File: config.mk
export PLATFORM = sky130hd
export DESIGN_NAME = gkrd_fifo
export DESIGN_NICKNAME = d
export VERILOG_FILES = /design/src/design/gkrd_pkg.sv /design/src/design/gkrd_fifo.sv
export SDC_FILE = /design/constraint.sdc
export NUM_CORES = 1
export LEC_CHECK = 0
export BUFFER_PORTS_ARGS = -buffer_cell sky130_fd_sc_hd__buf_4
export CORE_ASPECT_RATIO = 1.5
export CORE_UTILIZATION = 45
export DETAILED_ROUTE_END_ITERATION = 12
export PLACE_DENSITY = 0.7
export SLEW_MARGIN = 20
export SYNTH_ARGS = -nofsm -noshare
export SYNTH_HDL_FRONTEND = slang
export SYNTH_SLANG_ARGS = --single-unit
File: constraint.sdc
create_clock -name clk -period 5.35 [get_ports clk]
set_input_delay 1.605 -clock clk [delete_from_list [all_inputs] [get_ports clk]]
set_output_delay 1.605 -clock clk [all_outputs]
set_load 0.005 [all_outputs]
File: src/design/gkrd_pkg.sv
// ----------------------------------------------------------------------------
// gkrd_pkg
// Shared types and constants of the Gaussian kernel block.
// ----------------------------------------------------------------------------
package gkrd_pkg;

  localparam logic [2:0] CFG_INV_RANGE    = 3'd0;
  localparam logic [2:0] CFG_INV_RANGE_SQ = 3'd1;
  localparam logic [2:0] CFG_TWICE_RANGE  = 3'd2;
  localparam logic [2:0] CFG_NUGGET       = 3'd3;
  localparam logic [2:0] CFG_ZERO_DIST    = 3'd4;

  localparam logic [51:0] ACC_MAX    = {52{1'b1}};
  localparam logic [62:0] X_CAP      = 63'(32) << 24;
  localparam logic [62:0] ONE_Q40    = 63'(1) << 40;
  localparam logic [62:0] BIG_CAP    = 63'(1) << 62;
  localparam logic [62:0] DK_MAX     = (63'(1) << 46) - 63'(1);
  localparam logic [62:0] D2_POS_MAX = (63'(1) << 47) - 63'(1);
  localparam logic [62:0] D2_NEG_MAX = 63'(1) << 47;

  typedef struct packed {
    logic [31:0] inv_range;
    logic [31:0] inv_range_sq;
    logic [31:0] twice_range;
    logic [15:0] nugget;
    logic        zero_dist_nugget;
  } cfg_t;

  typedef struct packed {
    logic [51:0] sq_dist;
    logic        diagonal;
    logic        matrix_done;
  } pair_t;

  typedef struct packed {
    logic        start;
    logic [63:0] a;
    logic [63:0] b;
    logic [5:0]  shift;
    logic [62:0] cap;
  } mul_req_t;

  typedef struct packed {
    logic        done;
    logic [62:0] value;
  } mul_rsp_t;

  typedef struct packed {
    logic [51:0]        sq_distance;
    logic [30:0]        corr;
    logic [45:0]        d_corr;
    logic signed [47:0] d2_corr;
    logic               matrix_done;
  } result_t;

endpackage

File: src/design/gkrd_fifo.sv
// ----------------------------------------------------------------------------
// gkrd_fifo
// Two-entry queue of finished distances between the front and the back.
// ----------------------------------------------------------------------------
module gkrd_fifo (
  input  logic           clk,
  input  logic           rst_n,
  input  logic           push,
  input  gkrd_pkg::pair_t wdata,
  output logic           full,
  input  logic           pop,
  output gkrd_pkg::pair_t rdata,
  output logic           empty
);

  gkrd_pkg::pair_t mem_r [2];
  logic       wr_ptr_r;
  logic       rd_ptr_r;
  logic [1:0] count_r;
  logic       do_push;
  logic       do_pop;

  assign full    = (count_r == 2'd2);
  assign empty   = (count_r == 2'd0);
  assign rdata   = mem_r[rd_ptr_r];
  assign do_push = push && !full;
  assign do_pop  = pop && !empty;

  always_ff @(posedge clk) begin
    if (do_push) begin
      mem_r[wr_ptr_r] <= wdata;
    end
  end

  always_ff @(posedge clk) begin
    if (!rst_n) begin
      wr_ptr_r <= 1'b0;
      rd_ptr_r <= 1'b0;
      count_r  <= 2'd0;
    end else begin
      if (do_push) begin
        wr_ptr_r <= !wr_ptr_r;
      end
      if (do_pop) begin
        rd_ptr_r <= !rd_ptr_r;
      end
      count_r <= count_r + {1'b0, do_push} - {1'b0, do_pop};
    end
  end

endmodule

### Yosys cells after proc, flatten, opt, wreduce, memory -nomap -nowiden

Memories as Yosys holds them, arrays and structs flattened. A register that Yosys moved wholly into a read port is not among the register bits.
Index checks and enable logic that the tools add are counted.

| word-level totals | value |
|---|---|
| register bits after elaboration | 4 |
| bits in latches | 0 |
| RAM bits | 108 |
| memory bits (read-only) | 0 |
| word-level logic and storage cells | 18 |
| memories kept | 1 |

| operators by class | value |
|---|---|
| $add $sub $neg | 2 |
| multipliers | 0 |
| divide/modulo/power cells | 0 |
| magnitude comparators | 0 |
| eq/ne operators | 1 |
| shift operators | 0 |
| mux-type cells | 4 |
| bitwise gates (word level) | 0 |
| reduce and logical (&&, ||, !) cells | 7 |

Memories:

| memory | words | bits a word | read ports | clocked after Yosys merged registers in | write ports | RTL line | RTL |
|---|---|---|---|---|---|---|---|
| mem_r | 2 | 54 | 1 | 1 | 1 | gkrd_fifo.sv:16 | `gkrd_pkg::pair_t mem_r [2];` |

Operators by type and width:

| cell | count |
|---|---|
| $logic_not A1 Y1 | 4 |
| $mux W1 | 4 |
| $add A2 B1 Y2 | 1 |
| $eq A2 B2 Y1 const B | 1 |
| $logic_and A1 B1 Y1 | 2 |
| $logic_not A2 Y1 | 1 |
| $sub A2 B1 Y2 | 1 |

### Longest topological paths before layout

| depth | value |
|---|---|
| depth after elaboration | 5 |
| mapped depth | 8 |

### Least setup slack after synthesis

Ideal clock, no wire load.

| timing | value |
|---|---|
| path type | input to register |
| start | input port push |
| end | memory mem_r[0][0] in the netlist's numbering (enable) |
| setup time | 0.466 ns |
| arrival time | 3.962 ns |
| data required time | 4.884 ns |
| setup slack | 0.922 ns |
| stages | 2 |
| path buffers | 0 |
| cells stage by stage | nand2_1 -> nor2_1 |

| on the way | value |
|---|---|
| cells in the longest elaborated chain, start to end | 3 |

Ends and longest elaborated chain:

| item | RTL line | RTL |
|---|---|---|
| start, declared | gkrd_fifo.sv:8 | `input logic push,` |
| $logic_and A1 B1 Y1 | gkrd_fifo.sv:26 | `assign do_push = push && !full;` |
| $mux W1 | gkrd_fifo.sv:30 | `if (do_push) begin` |
| $mux W1 (implied by the code) | gkrd_fifo.sv:31 | `mem_r[wr_ptr_r] <= wdata;` |
| end, declared | gkrd_fifo.sv:16 |  |

Every way passes these cells.

==> flow_summary.toml <==
[cts]
cts_resized = 0
htree_levels = 4
cts_setup_buffers = 0
hold_buffers = 0
cts_buffers = 17
clockBufferDepth = 2
cts_root_buf = "clkbuf_16"
clk_pin_slew_ns = 0.05
numClockSinks = 113
clk_latency_ns = 0.40
cts_tree = "done"

[synthesis]
synth.avg_cell_area_sq_um = 22.5
synth_top_family_by_area = "multiplexers"
synth_edf_count = 108
synth_compound_area_share_pct = 0.171
synthSimpleGateAreaFrac_pct = 1.43
netlist_area_sq_um = 4380
yosysWarnings = 0
synth-seq-cells = 113
synthCells = 195
synth-seq-area-share_pct = 76.3
yosysTopAreaCell = "edfxtp_1"
synth.area.top_cells = "edfxtp_1 (74%), mux2_4 (17%), buf_12 (2.3%), dfxtp_1 (2.3%), mux2_2 (1.0%)"
muxShareOfSynthArea_pct = 18.4
ys.flop_type = "edfxtp_1"
synth_adder_area_share_pct = 0.571
synthXorXnorAreaFrac_pct = 0.400
postSynth.asyncResetShare_pct = 0
synth_top_area_share_pct = 74.0
synth.distinct_cells = 18
syn-num-nets = 255
synthTopCellsByCount = "edfxtp_1 (108), mux2_4 (50), buf_12 (5), dfxtp_1 (5), nor2_1 (5)"
synth.most_common_cell = "edfxtp_1"

[drt]
wl_per_cell_um = 15.6
vias = 2108
drtIter0Drc = 66
top_layer_used = "met4"
met1Wirelength_um = 2420
met2WireLength_um = 3970
route.detailed.drc = 0
first_pass_iters = 4
drtAntennaViolNets = 0
viasPerCell = 4.71
wl_met3_um = 462
drt_wl_total_um = 6980

[sta]
drv_slew = 0
worstMarginPinSlew_ns = 1.01
period_minus_slack_ns = 3.62
finalHoldViolations = 0
fmaxAchievable_mhz = 276
timing.final.crit_share_pct = 67.6
rsz0062_at_grt = "false"
setup-violations-final = 0
tns_ns = 0
finClkSkew_ns = 0.00542
max_slew_margin_pct = 32.6

[worst_setup_path]
cp.arrival_ns = 2.01
endpoint_kind = "primary output"
rr_startpoint = "count_r[0]"
reg2reg_to = "mem_r[0][49]"
startpoint_type = "register"
crit_buf_inv = 1
slowest_delay_ns = 0.97
crit_chain = "mux2_2, buf_4"
cp_slowest_cell = "dfxtp_4"
crit_family = "flip-flops"
worstPathMaxFanout = 54
r2r_cells = 4
path_class = "register to primary output"
cp.required_ns = 3.74
reg2reg_setup_slack_ns = 3.13

[grt]
grt_pass1_vias = 2169
antenna_found_initial = 0
overflow = 0
grt_util_all_layers_pct = 15.4
grt_pass1_wl_um = 10600
grt_max_degree = 55

[run_status]
outcome = "completed"

[placement]
gp_congestion = 0.682
port_buffers = 113
dp.cells = 416
dpl.hpwl_um = 4660

[worst_hold_path]
holdCritStartpoint = "wr_ptr_r"
whs_path_depth = 2
hold_end = "wr_ptr_r"
hold_path_class = "register to register"

[power_and_ir_drop]
powerDensity_nw_per_um2 = 497
total_leakage_power_nw = 2.31
ir_worst_vdd_mv = 0.444

[die]
die_w_um = 82.6
die_area_sq_um = 10100
placementRows = 43
io_pins = 114
start_util_pct = 46.8
fp.coreArea_sq_um = 9360
fp.dieH_um = 123

[flow_run]
cap_violations = 0

[final_layout]
fin_nets = 383
fillers = 720
diodes = 0
syn_to_final_growth_pct = 31.8
drive_gt1_share_pct = 57.7
fin_cells = 448
-- cell type report --
| type | count | area (sq um) | share of cell area (%) |
|---|---|---|---|
| well taps | 112 | 140 | 2.43 |
| flip-flops and latches | 113 | 3350 | 57.9 |
| clock inverters | 11 | 47.5 | 0.823 |
| multi-input cells | 73 | 927 | 16.0 |
| inverters | 3 | 11.3 | 0.195 |
| repair buffers | 115 | 863 | 14.9 |
| clock buffers | 21 | 440 | 7.62 |
-- cells by family (layout without fill, tap and decap cells) --
group | Yosys count | count (layout)
mux | 55 | 55
simple gates | 13 | 13
flops | 113 | 113
fa+ha+maj | 2 | 2
compound gates | 1 | 1
xor+xnor | 2 | 2
buf+inv | 9 | 150
-- per-stage QoR --
stage	setup WS [ns]	util [%]	total power, W	hold WS (ns)	area (sq um)
floorplan	0.922	-	0.00171	0.455	4380
global placement	1.99	56.5	0.00199	0.494	5290
detailed placement	1.92	56.5	0.00200	0.520	5290
CTS	1.71	61.7	0.00292	0.530	5780
global route	1.65	61.7	0.00302	0.548	5780
finish	1.73	61.7	0.00287	0.522	5780
-- tightest hold or removal path, cell delays in order, from the launching register on --
cell     delay [ns]
dfxtp_1        0.34
nand2_1        0.07
mux2i_1        0.06
-- registers in the layout (all words and copies together) (netlist names), named ones only --
signal,flops
mem_r,108
count_r,2
rd_ptr_r,1
wr_ptr_r,1
-- placed cells by master (no fill, tap or decap) --
cell	n
buf_4	115
clkinv_1	6
clkinv_2	5
and2_1	2
mux2_2	4
mux2i_1	1
dfxtp_1	4
clkbuf_1	4
nor3_1	1
o21a_1	1
nor2_1	4
nand2_1	2
and3_2	1
xor2_1	1
edfxtp_1	108
nand2b_1	2
clkbuf_16	17
inv_1	3
nor2_4	1
mux2_4	50
ha_1	2
xnor2_1	1
dfxtp_4	1
-- report_power, final --
group	internal (W)	total, W	leakage [nW]	switching, W
Sequential	0.00115	0.00127	1.05	0.000121
Clock	0.000572	0.000900	0.243	0.000328
Combinational	0.000470	0.000701	1.01	0.000231
Total	0.00219	0.00287	2.31	0.000680
-- metal layers --
layer	global-route usage (%)	vias to the layer above
met5	0	-
met4	8.08	0
met3	6.79	12
met2	25.9	71
met1	15.7	1007
li1	-	1018
-- worst max-delay path by stage --
stage,startpoint,endpoint,slack [ns],cells past startpoint
4_1_cts,register,rdata[53],1.71,2
6_report,register,rdata[2],1.73,2
2_1_floorplan,push,mem_r[0][0],0.92,2
3_5_place_dp,push,mem_r[0][24],1.92,4
3_3_place_gp,push,mem_r[0][31],1.99,4
5_1_grt,register,rdata[0],1.65,2
Note: power is estimated with default switching activity, not from simulation.
