==> src/design/gkrd_pkg.sv <==
// ----------------------------------------------------------------------------
// gkrd_pkg
// Shared types and constants of the Gaussian kernel block.
// ----------------------------------------------------------------------------
package gkrd_pkg;

  localparam logic [2:0] CFG_INV_RANGE    = 3'd0;
  localparam logic [2:0] CFG_INV_RANGE_SQ = 3'd1;
  localparam logic [2:0] CFG_TWICE_RANGE  = 3'd2;
  localparam logic [2:0] CFG_NUGGET       = 3'd3;
  localparam logic [2:0] CFG_ZERO_DIST    = 3'd4;

  localparam logic [51:0] ACC_MAX    = {52{1'b1}};
  localparam logic [62:0] X_CAP      = 63'(32) << 24;
  localparam logic [62:0] ONE_Q40    = 63'(1) << 40;
  localparam logic [62:0] BIG_CAP    = 63'(1) << 62;
  localparam logic [62:0] DK_MAX     = (63'(1) << 46) - 63'(1);
  localparam logic [62:0] D2_POS_MAX = (63'(1) << 47) - 63'(1);
  localparam logic [62:0] D2_NEG_MAX = 63'(1) << 47;

  typedef struct packed {
    logic [31:0] inv_range;
    logic [31:0] inv_range_sq;
    logic [31:0] twice_range;
    logic [15:0] nugget;
    logic        zero_dist_nugget;
  } cfg_t;

  typedef struct packed {
    logic [51:0] sq_dist;
    logic        diagonal;
    logic        matrix_done;
  } pair_t;

  typedef struct packed {
    logic        start;
    logic [63:0] a;
    logic [63:0] b;
    logic [5:0]  shift;
    logic [62:0] cap;
  } mul_req_t;

  typedef struct packed {
    logic        done;
    logic [62:0] value;
  } mul_rsp_t;

  typedef struct packed {
    logic [51:0]        sq_distance;
    logic [30:0]        corr;
    logic [45:0]        d_corr;
    logic signed [47:0] d2_corr;
    logic               matrix_done;
  } result_t;

endpackage

==> src/design/gkrd_mul.sv <==
// ----------------------------------------------------------------------------
// gkrd_mul
// Shared 64 by 64 multiplier built from four 32 by 32 partial products, with
// a final shift and saturation.
// ----------------------------------------------------------------------------
module gkrd_mul (
  input  logic               clk,
  input  logic               rst_n,
  input  gkrd_pkg::mul_req_t req,
  output gkrd_pkg::mul_rsp_t rsp
);

  logic [63:0]  a_r;
  logic [63:0]  b_r;
  logic [5:0]   shift_r;
  logic [62:0]  cap_r;
  logic [127:0] acc_r;
  logic [2:0]   cnt_r;
  logic         busy_r;
  logic         done_r;
  logic [62:0]  res_r;
  logic [31:0]  a_part;
  logic [31:0]  b_part;
  logic [63:0]  pp;
  logic [1:0]   pos;
  logic [127:0] pp_sh;
  logic [127:0] sh;

  always_comb begin
    a_part = cnt_r[1] ? a_r[63:32] : a_r[31:0];
    b_part = cnt_r[0] ? b_r[63:32] : b_r[31:0];
    pp     = 64'(a_part) * 64'(b_part);
    pos    = {1'b0, cnt_r[1]} + {1'b0, cnt_r[0]};
    pp_sh  = 128'(pp) << {pos, 5'b0};
    sh     = acc_r >> shift_r;
  end

  assign rsp.done  = done_r;
  assign rsp.value = res_r;

  always_ff @(posedge clk) begin
    if (req.start) begin
      a_r     <= req.a;
      b_r     <= req.b;
      shift_r <= req.shift;
      cap_r   <= req.cap;
      acc_r   <= '0;
    end else if (busy_r && !cnt_r[2]) begin
      acc_r <= acc_r + pp_sh;
    end
    if (busy_r && cnt_r[2]) begin
      if ((|sh[127:64]) || (sh[63:0] > {1'b0, cap_r})) begin
        res_r <= cap_r;
      end else begin
        res_r <= sh[62:0];
      end
    end
  end

  always_ff @(posedge clk) begin
    if (!rst_n) begin
      busy_r <= 1'b0;
      done_r <= 1'b0;
      cnt_r  <= '0;
    end else begin
      done_r <= busy_r && cnt_r[2];
      if (req.start) begin
        busy_r <= 1'b1;
        cnt_r  <= '0;
      end else if (busy_r) begin
        if (cnt_r[2]) begin
          busy_r <= 1'b0;
        end
        cnt_r <= cnt_r + 3'd1;
      end
    end
  end

endmodule

==> config.mk <==
export PLATFORM = sky130hd
export DESIGN_NAME = gkrd_mul
export DESIGN_NICKNAME = d
export VERILOG_FILES = /design/src/design/gkrd_pkg.sv /design/src/design/gkrd_mul.sv
export SDC_FILE = /design/constraint.sdc
export NUM_CORES = 2
export LEC_CHECK = 0
export ABC_AREA = 1
export BUFFER_PORTS_ARGS = -buffer_cell sky130_fd_sc_hd__buf_2
export CAP_MARGIN = 20
export CORE_MARGIN = 2
export CORE_UTILIZATION = 44
export CTS_CLUSTER_DIAMETER = 40
export DETAILED_ROUTE_END_ITERATION = 6
export GPL_ROUTABILITY_DRIVEN = 0
export PLACE_DENSITY = 0.7
export SLEW_MARGIN = 10
export SYNTH_ARGS = -nofsm -noshare
export SYNTH_HDL_FRONTEND = slang
export SYNTH_SLANG_ARGS = --single-unit
==> constraint.sdc <==
create_clock -name clk -period 11.29 [get_ports clk]
set_clock_uncertainty 0.05 [all_clocks]
set_input_delay 1.6935 -clock clk [delete_from_list [all_inputs] [get_ports clk]]
set_output_delay 1.6935 -clock clk [all_outputs]
set_load 0.02 [all_outputs]
# Yosys cells after proc, flatten, opt, wreduce, memory -nomap -nowiden
# Index checks and enable logic that the tools add are counted.
[classes] multipliers=1 n_bitwise=1 n_reduce_logical=6 n_addsub=3 n_shift=2 order_cmp=1 mux=6
[ops] op="adder 128 bit" n=1
[ops] op="left shift 64 x 7 -> 128 bit" n=1
[ops] op="right shift 128 x 6 -> 128 bit" n=1
[ops] op="greater-than comparator 64 x 63 -> 1 bit" n=1
[ops] op="multiplier 32 x 32 -> 64 bit" n=1
[ops] op="2-to-1 mux 32 bit" n=2
[ops] op="OR reduction 64 bit" n=1
[ops] op="2-to-1 mux 63 bit" n=1
[ops] op="adder 3 x 1 -> 3 bit, second input constant" n=1
[ops] op="2-to-1 mux 1 bit" n=3
[ops] op="adder 1 x 1 -> 2 bit" n=1
[ops] op="logical AND 1 bit" n=2
[ops] op="OR reduction 2 bit" n=1
[ops] op="zero test 1 bit" n=1
[ops] op="logical OR 1 bit" n=1
[ops] op="inverter 1 bit" n=1
[word_totals] word_cells=29 input_bits=200 output_inout_bits=64 regBits=393

# Depth between registers and ports, before layout
[depth] word_depth=4 mapped_depth=55 depth_no_buf=53

# Worst setup path before layout
# Ideal clock, no wire load.
[synth_path] path_kind="register -> register" startpoint="register cnt_r[0]" endpoint="register acc_r[123]" t_required_ns=11.125 path_stages_with_launch=49 n_path_buf=3 setup_time_ns=0.115 path_slack_ns=1.994 synth_period_minus_slack_ns=9.296 arrival_time_ns=9.131 path_cell_list="dfxtp_1 -> clkbuf_1 -> buf_1 -> nand2_1 -> o21ai_1 -> clkbuf_1 -> nor2_1 -> fa_1 -> inv_1 -> fa_1 -> fa_1 -> fa_1 -> inv_1 -> fa_1 -> inv_1 -> fa_1 -> inv_1 -> fa_1 -> (+13 left out) -> o21ai_0 -> nor2_1 -> ha_1 -> nand2_1 -> nor2_1 -> inv_1 -> nor2_1 -> inv_1 -> nor2_1 -> inv_1 -> nor3_1 -> nand2_1 -> nand2_1 -> nand3_1 -> nand3_1 -> nand2_1 -> o21ai_0 -> inv_1"
[synth_between] elab_chain_cells=4 word_cells_on_any_way=5 cone_classes="add/sub (2); mul (1); shift (1); mux (1)"
[synth_lines] element="from (decl)" line="gkrd_mul.sv:18" text="logic [2:0] cnt_r;"
[synth_lines] element="from (signal assigned)" line="gkrd_mul.sv:74" text="cnt_r <= cnt_r + 3'd1;"
[synth_lines] element="2-to-1 mux 32 bit" line="gkrd_mul.sv:31" text="b_part = cnt_r[0] ? b_r[63:32] : b_r[31:0];"
[synth_lines] element="multiplier 32 x 32 -> 64 bit" line="gkrd_mul.sv:32" text="pp = 64'(a_part) * 64'(b_part);"
[synth_lines] element="left shift 64 x 7 -> 128 bit *" line="gkrd_mul.sv:34" text="pp_sh = 128'(pp) << {pos, 5'b0};"
[synth_lines] element="adder 128 bit *" line="gkrd_mul.sv:49" text="acc_r <= acc_r + pp_sh;"
[synth_lines] element="to (signal assigned)" line="gkrd_mul.sv:49"
[synth_lines] element="to (decl)" line="gkrd_mul.sv:17" text="logic [127:0] acc_r;"
# Mark *: on every way between the ends. The rest lies on a longest branch, timed or not.
# A chain may end at the register's enable or synchronous reset.

# Worst setup path in the final report
[layout_path] startpoint="register cnt_r[0]" endpoint="register acc_r[108]"
# Same word-level chain as after synthesis.

==> out/results.tsv <==
stage	metric	value	unit
critical_path	crit_slowest_cell	fa_1	
clock_network	root_buffer	clkbuf_16	
place	dp_hpwl	213	mm
sta	finalHoldViolCount	0	
critical_path	critPathTopFamily	adder cells	
grt	grt.overflow.total	0	
hold_path	min_path_type	reg -> reg	
detailed_routing	m1WireLength	92.2	mm
synthesis	ys_top_cells_by_count	nand2_1 (2177), inv_1 (1731), nor2_1 (1358), fa_1 (897), o21ai_0 (538)	
grt	antenna_found_initial	9	
hold_path	holdPathStages	2	
detailed_routing	route.met3.wl	32.3	mm
place	pre_cts_ws	0.290	ns
detailed_routing	firstDrtPassIters	7	
hold_path	hold-path-endpoint	acc_r[0]	
synthesis	seq_area_frac_synth	0.154	
clock_network	cts_tree	built	
sta	report.final.slew_viol_count	0	
sta	slew_headroom	0.144	
sta	fin_ws	0.0771	ns
detailed_routing	wl_per_cell	21.6	um
synthesis	synth_top_area_share	0.264	
finish	finalNetCount	11600	
grt	grt_max_degree	194	
clock_network	cts.sinks	393	
detailed_routing	dr.first_iter.drc_count	9556	
sta	fmax	0.0892	GHz
status	violations	design-rule violations	
critical_path	worstReg2RegStart	cnt_r[0]	
synthesis	synth_cells	9599	
clock_network	ctsLongestPathBuffers	3	
grt	grt_pass1_wl	396	mm
critical_path	criticalPathCategory	reg -> reg	
finish	fin_area	76800	sq um
grt	grt.total_usage	0.328	
critical_path	r2r_slack	0.08	ns
critical_path	critPathMaxStageDelay	0.61	ns
synthesis	yosysMostFrequentCell	nand2_1	
sta	finalSetupViolations	0	
detailed_routing	viasPerCell	5.68	
synthesis	synth_top_cell_by_area	fa_1	
finish	area_growth	12.9	%
synthesis	ys.flop_type	edfxtp_1	
synthesis	synth_area_per_cell	7.09	sq um
detailed_routing	highest_layer	met5	
clock_network	path_clk_slew	0.05	ns
detailed_routing	routed_wl	262	mm
die	die_area	158000	sq um
status	status	complete, but fails checks	
synthesis	syn-cell-area	68100	sq um
detailed_routing	wl_met2	112	mm
detailed_routing	drtAntennaViolNets	0	
critical_path	arrival	11.77	ns
die	rows	144	
clock_network	holdBufCountCts	0	
critical_path	cp_common_cell	fa_1	
finish	post_route_cells_drive_above_1_share	0.0920	
grt	first_global_vias	68400	
critical_path	reg2reg_depth	39	
detailed_routing	dr_total_vias	68800	
finish	fillers	15000	
hold_path	hp-start	acc_r[0]	
sta	period_needed	11.21	ns
critical_path	start_kind	flop	
synthesis	synth.distinct_cells	48	
synthesis	ys_seq_elements	393	
critical_path	worst-path-max-fanout	31	
clock_network	insertion_delay	0.72	ns
synthesis	synthTopCellsByArea	fa_1 (26%), nand2_1 (12%), edfxtp_1 (11%)	
die	die_x	397	um
flow_run	max_cap_violations	0	
place	dpl_cell_area	73900	sq um
clock_network	cts_buffers	79	
die	die_h	397	um
die	core	154000	sq um
critical_path	crit_path_end_kind	flop	
place	portBuffers	263	
critical_path	r2r-end	acc_r[108]	
critical_path	required	11.84	ns
clock_network	h-tree-depth	3	
sta	worstMarginPinSlew	1.27	ns
detailed_routing	drc_errors	88	
die	initial_core_util	0.442	
critical_path	path_buf_inv	9	
synthesis	syn-num-nets	11200	
sta	fin_crit_sh	0.993	
die	io_pins	264	
finish	multi_input_area	49600	sq um
synthesis	synth_edf_count	260	
synthesis	async_reset_ff_frac	0	
finish	final-seq-area	10500	sq um
synthesis	yosysWarningCount	0	
## worst reg2reg max path: cells and delay by family (launching register included)
kind            cells  cell delay, ns
fa+ha+maj          10            4.90
buf+inv             9            1.20
xor+xnor            1            0.39
compound gates     11            2.48
flops               1            0.58
simple gates        8            1.51
## registers in the layout (all words and copies together) (netlist names)
register and cells:
cap_r 63, res_r 63, b_r 64, acc_r 128, cnt_r 3, busy_r 1
a_r 64, shift_r 6, done_r 1
## layout make-up
type / count / area share
tap: 2044 / 0.0333
sequential: 393 / 0.136
antenna: 5 / 0.000163
clock inverter: 49 / 0.00936
clock buffer: 94 / 0.0274
timing repair buffer: 702 / 0.0607
multi-input combinational: 7055 / 0.646
inverter: 1770 / 0.0867
## per-stage QoR
stage,hold slack (ns),TNS (ns),instances,utilization
detailed placement,0.448,0,12000,0.480
global placement,0.432,0,12000,0.480
floorplan,0.408,0,9599,-
finish,0.459,0,12100,0.499
global route,0.494,-0.00361,12100,0.499
CTS,0.460,0,12100,0.498
## timing repair
action                     4_1_cts  5_1_grt
resized for setup                0       18
setup endpoints to repair        0       83
setup buffers                    0        2
## worst max path at each step
| stage | start | to | cells after the start |
|---|---|---|---|
| after floorplan | cnt_r[0] | acc_r[123] | 48 |
| after CTS | cnt_r[0] | acc_r[108] | 42 |
| final | cnt_r[0] | acc_r[108] | 39 |
| after global routing | cnt_r[0] | acc_r[108] | 38 |
| after global placement | cnt_r[0] | acc_r[119] | 41 |
| after detailed placement | cnt_r[0] | acc_r[108] | 42 |
## cell families after synthesis
| family | count (synthesis) | share of synthesized area |
|---|---|---|
| XOR/XNOR | 110 | 0.0142 |
| multiplexers | 97 | 0.0143 |
| adder cells (fa/ha/maj) | 1351 | 0.347 |
| flip-flops | 393 | 0.154 |
| AND/OR/NAND/NOR | 4266 | 0.252 |
| buffers and inverters | 2151 | 0.120 |
| AO/OA/AOI/OAI | 1231 | 0.0981 |
## cell usage in the layout (no fill, tap or decap), types with 86 or more instances in the layout
master,instances
nand2_1,2177
inv_1,1727
nor2_1,1355
fa_1,897
o21ai_0,517
nand3_1,515
ha_1,452
buf_4,434
a21oi_1,429
buf_2,262
edfxtp_1,260
dfxtp_1,131
nand4_1,103
mux2i_1,97
xor2_1,86
## routing by layer
metal,vias up,track usage
met3,1223,0.0997
li1,30700,-
met5,-,0.00242
met1,32300,0.390
met2,4614,0.500
met4,4,0.247
Power is left out: the tool's default activity adds up to more than one toggle a clock period on the data nets, which glitch-free logic cannot reach.
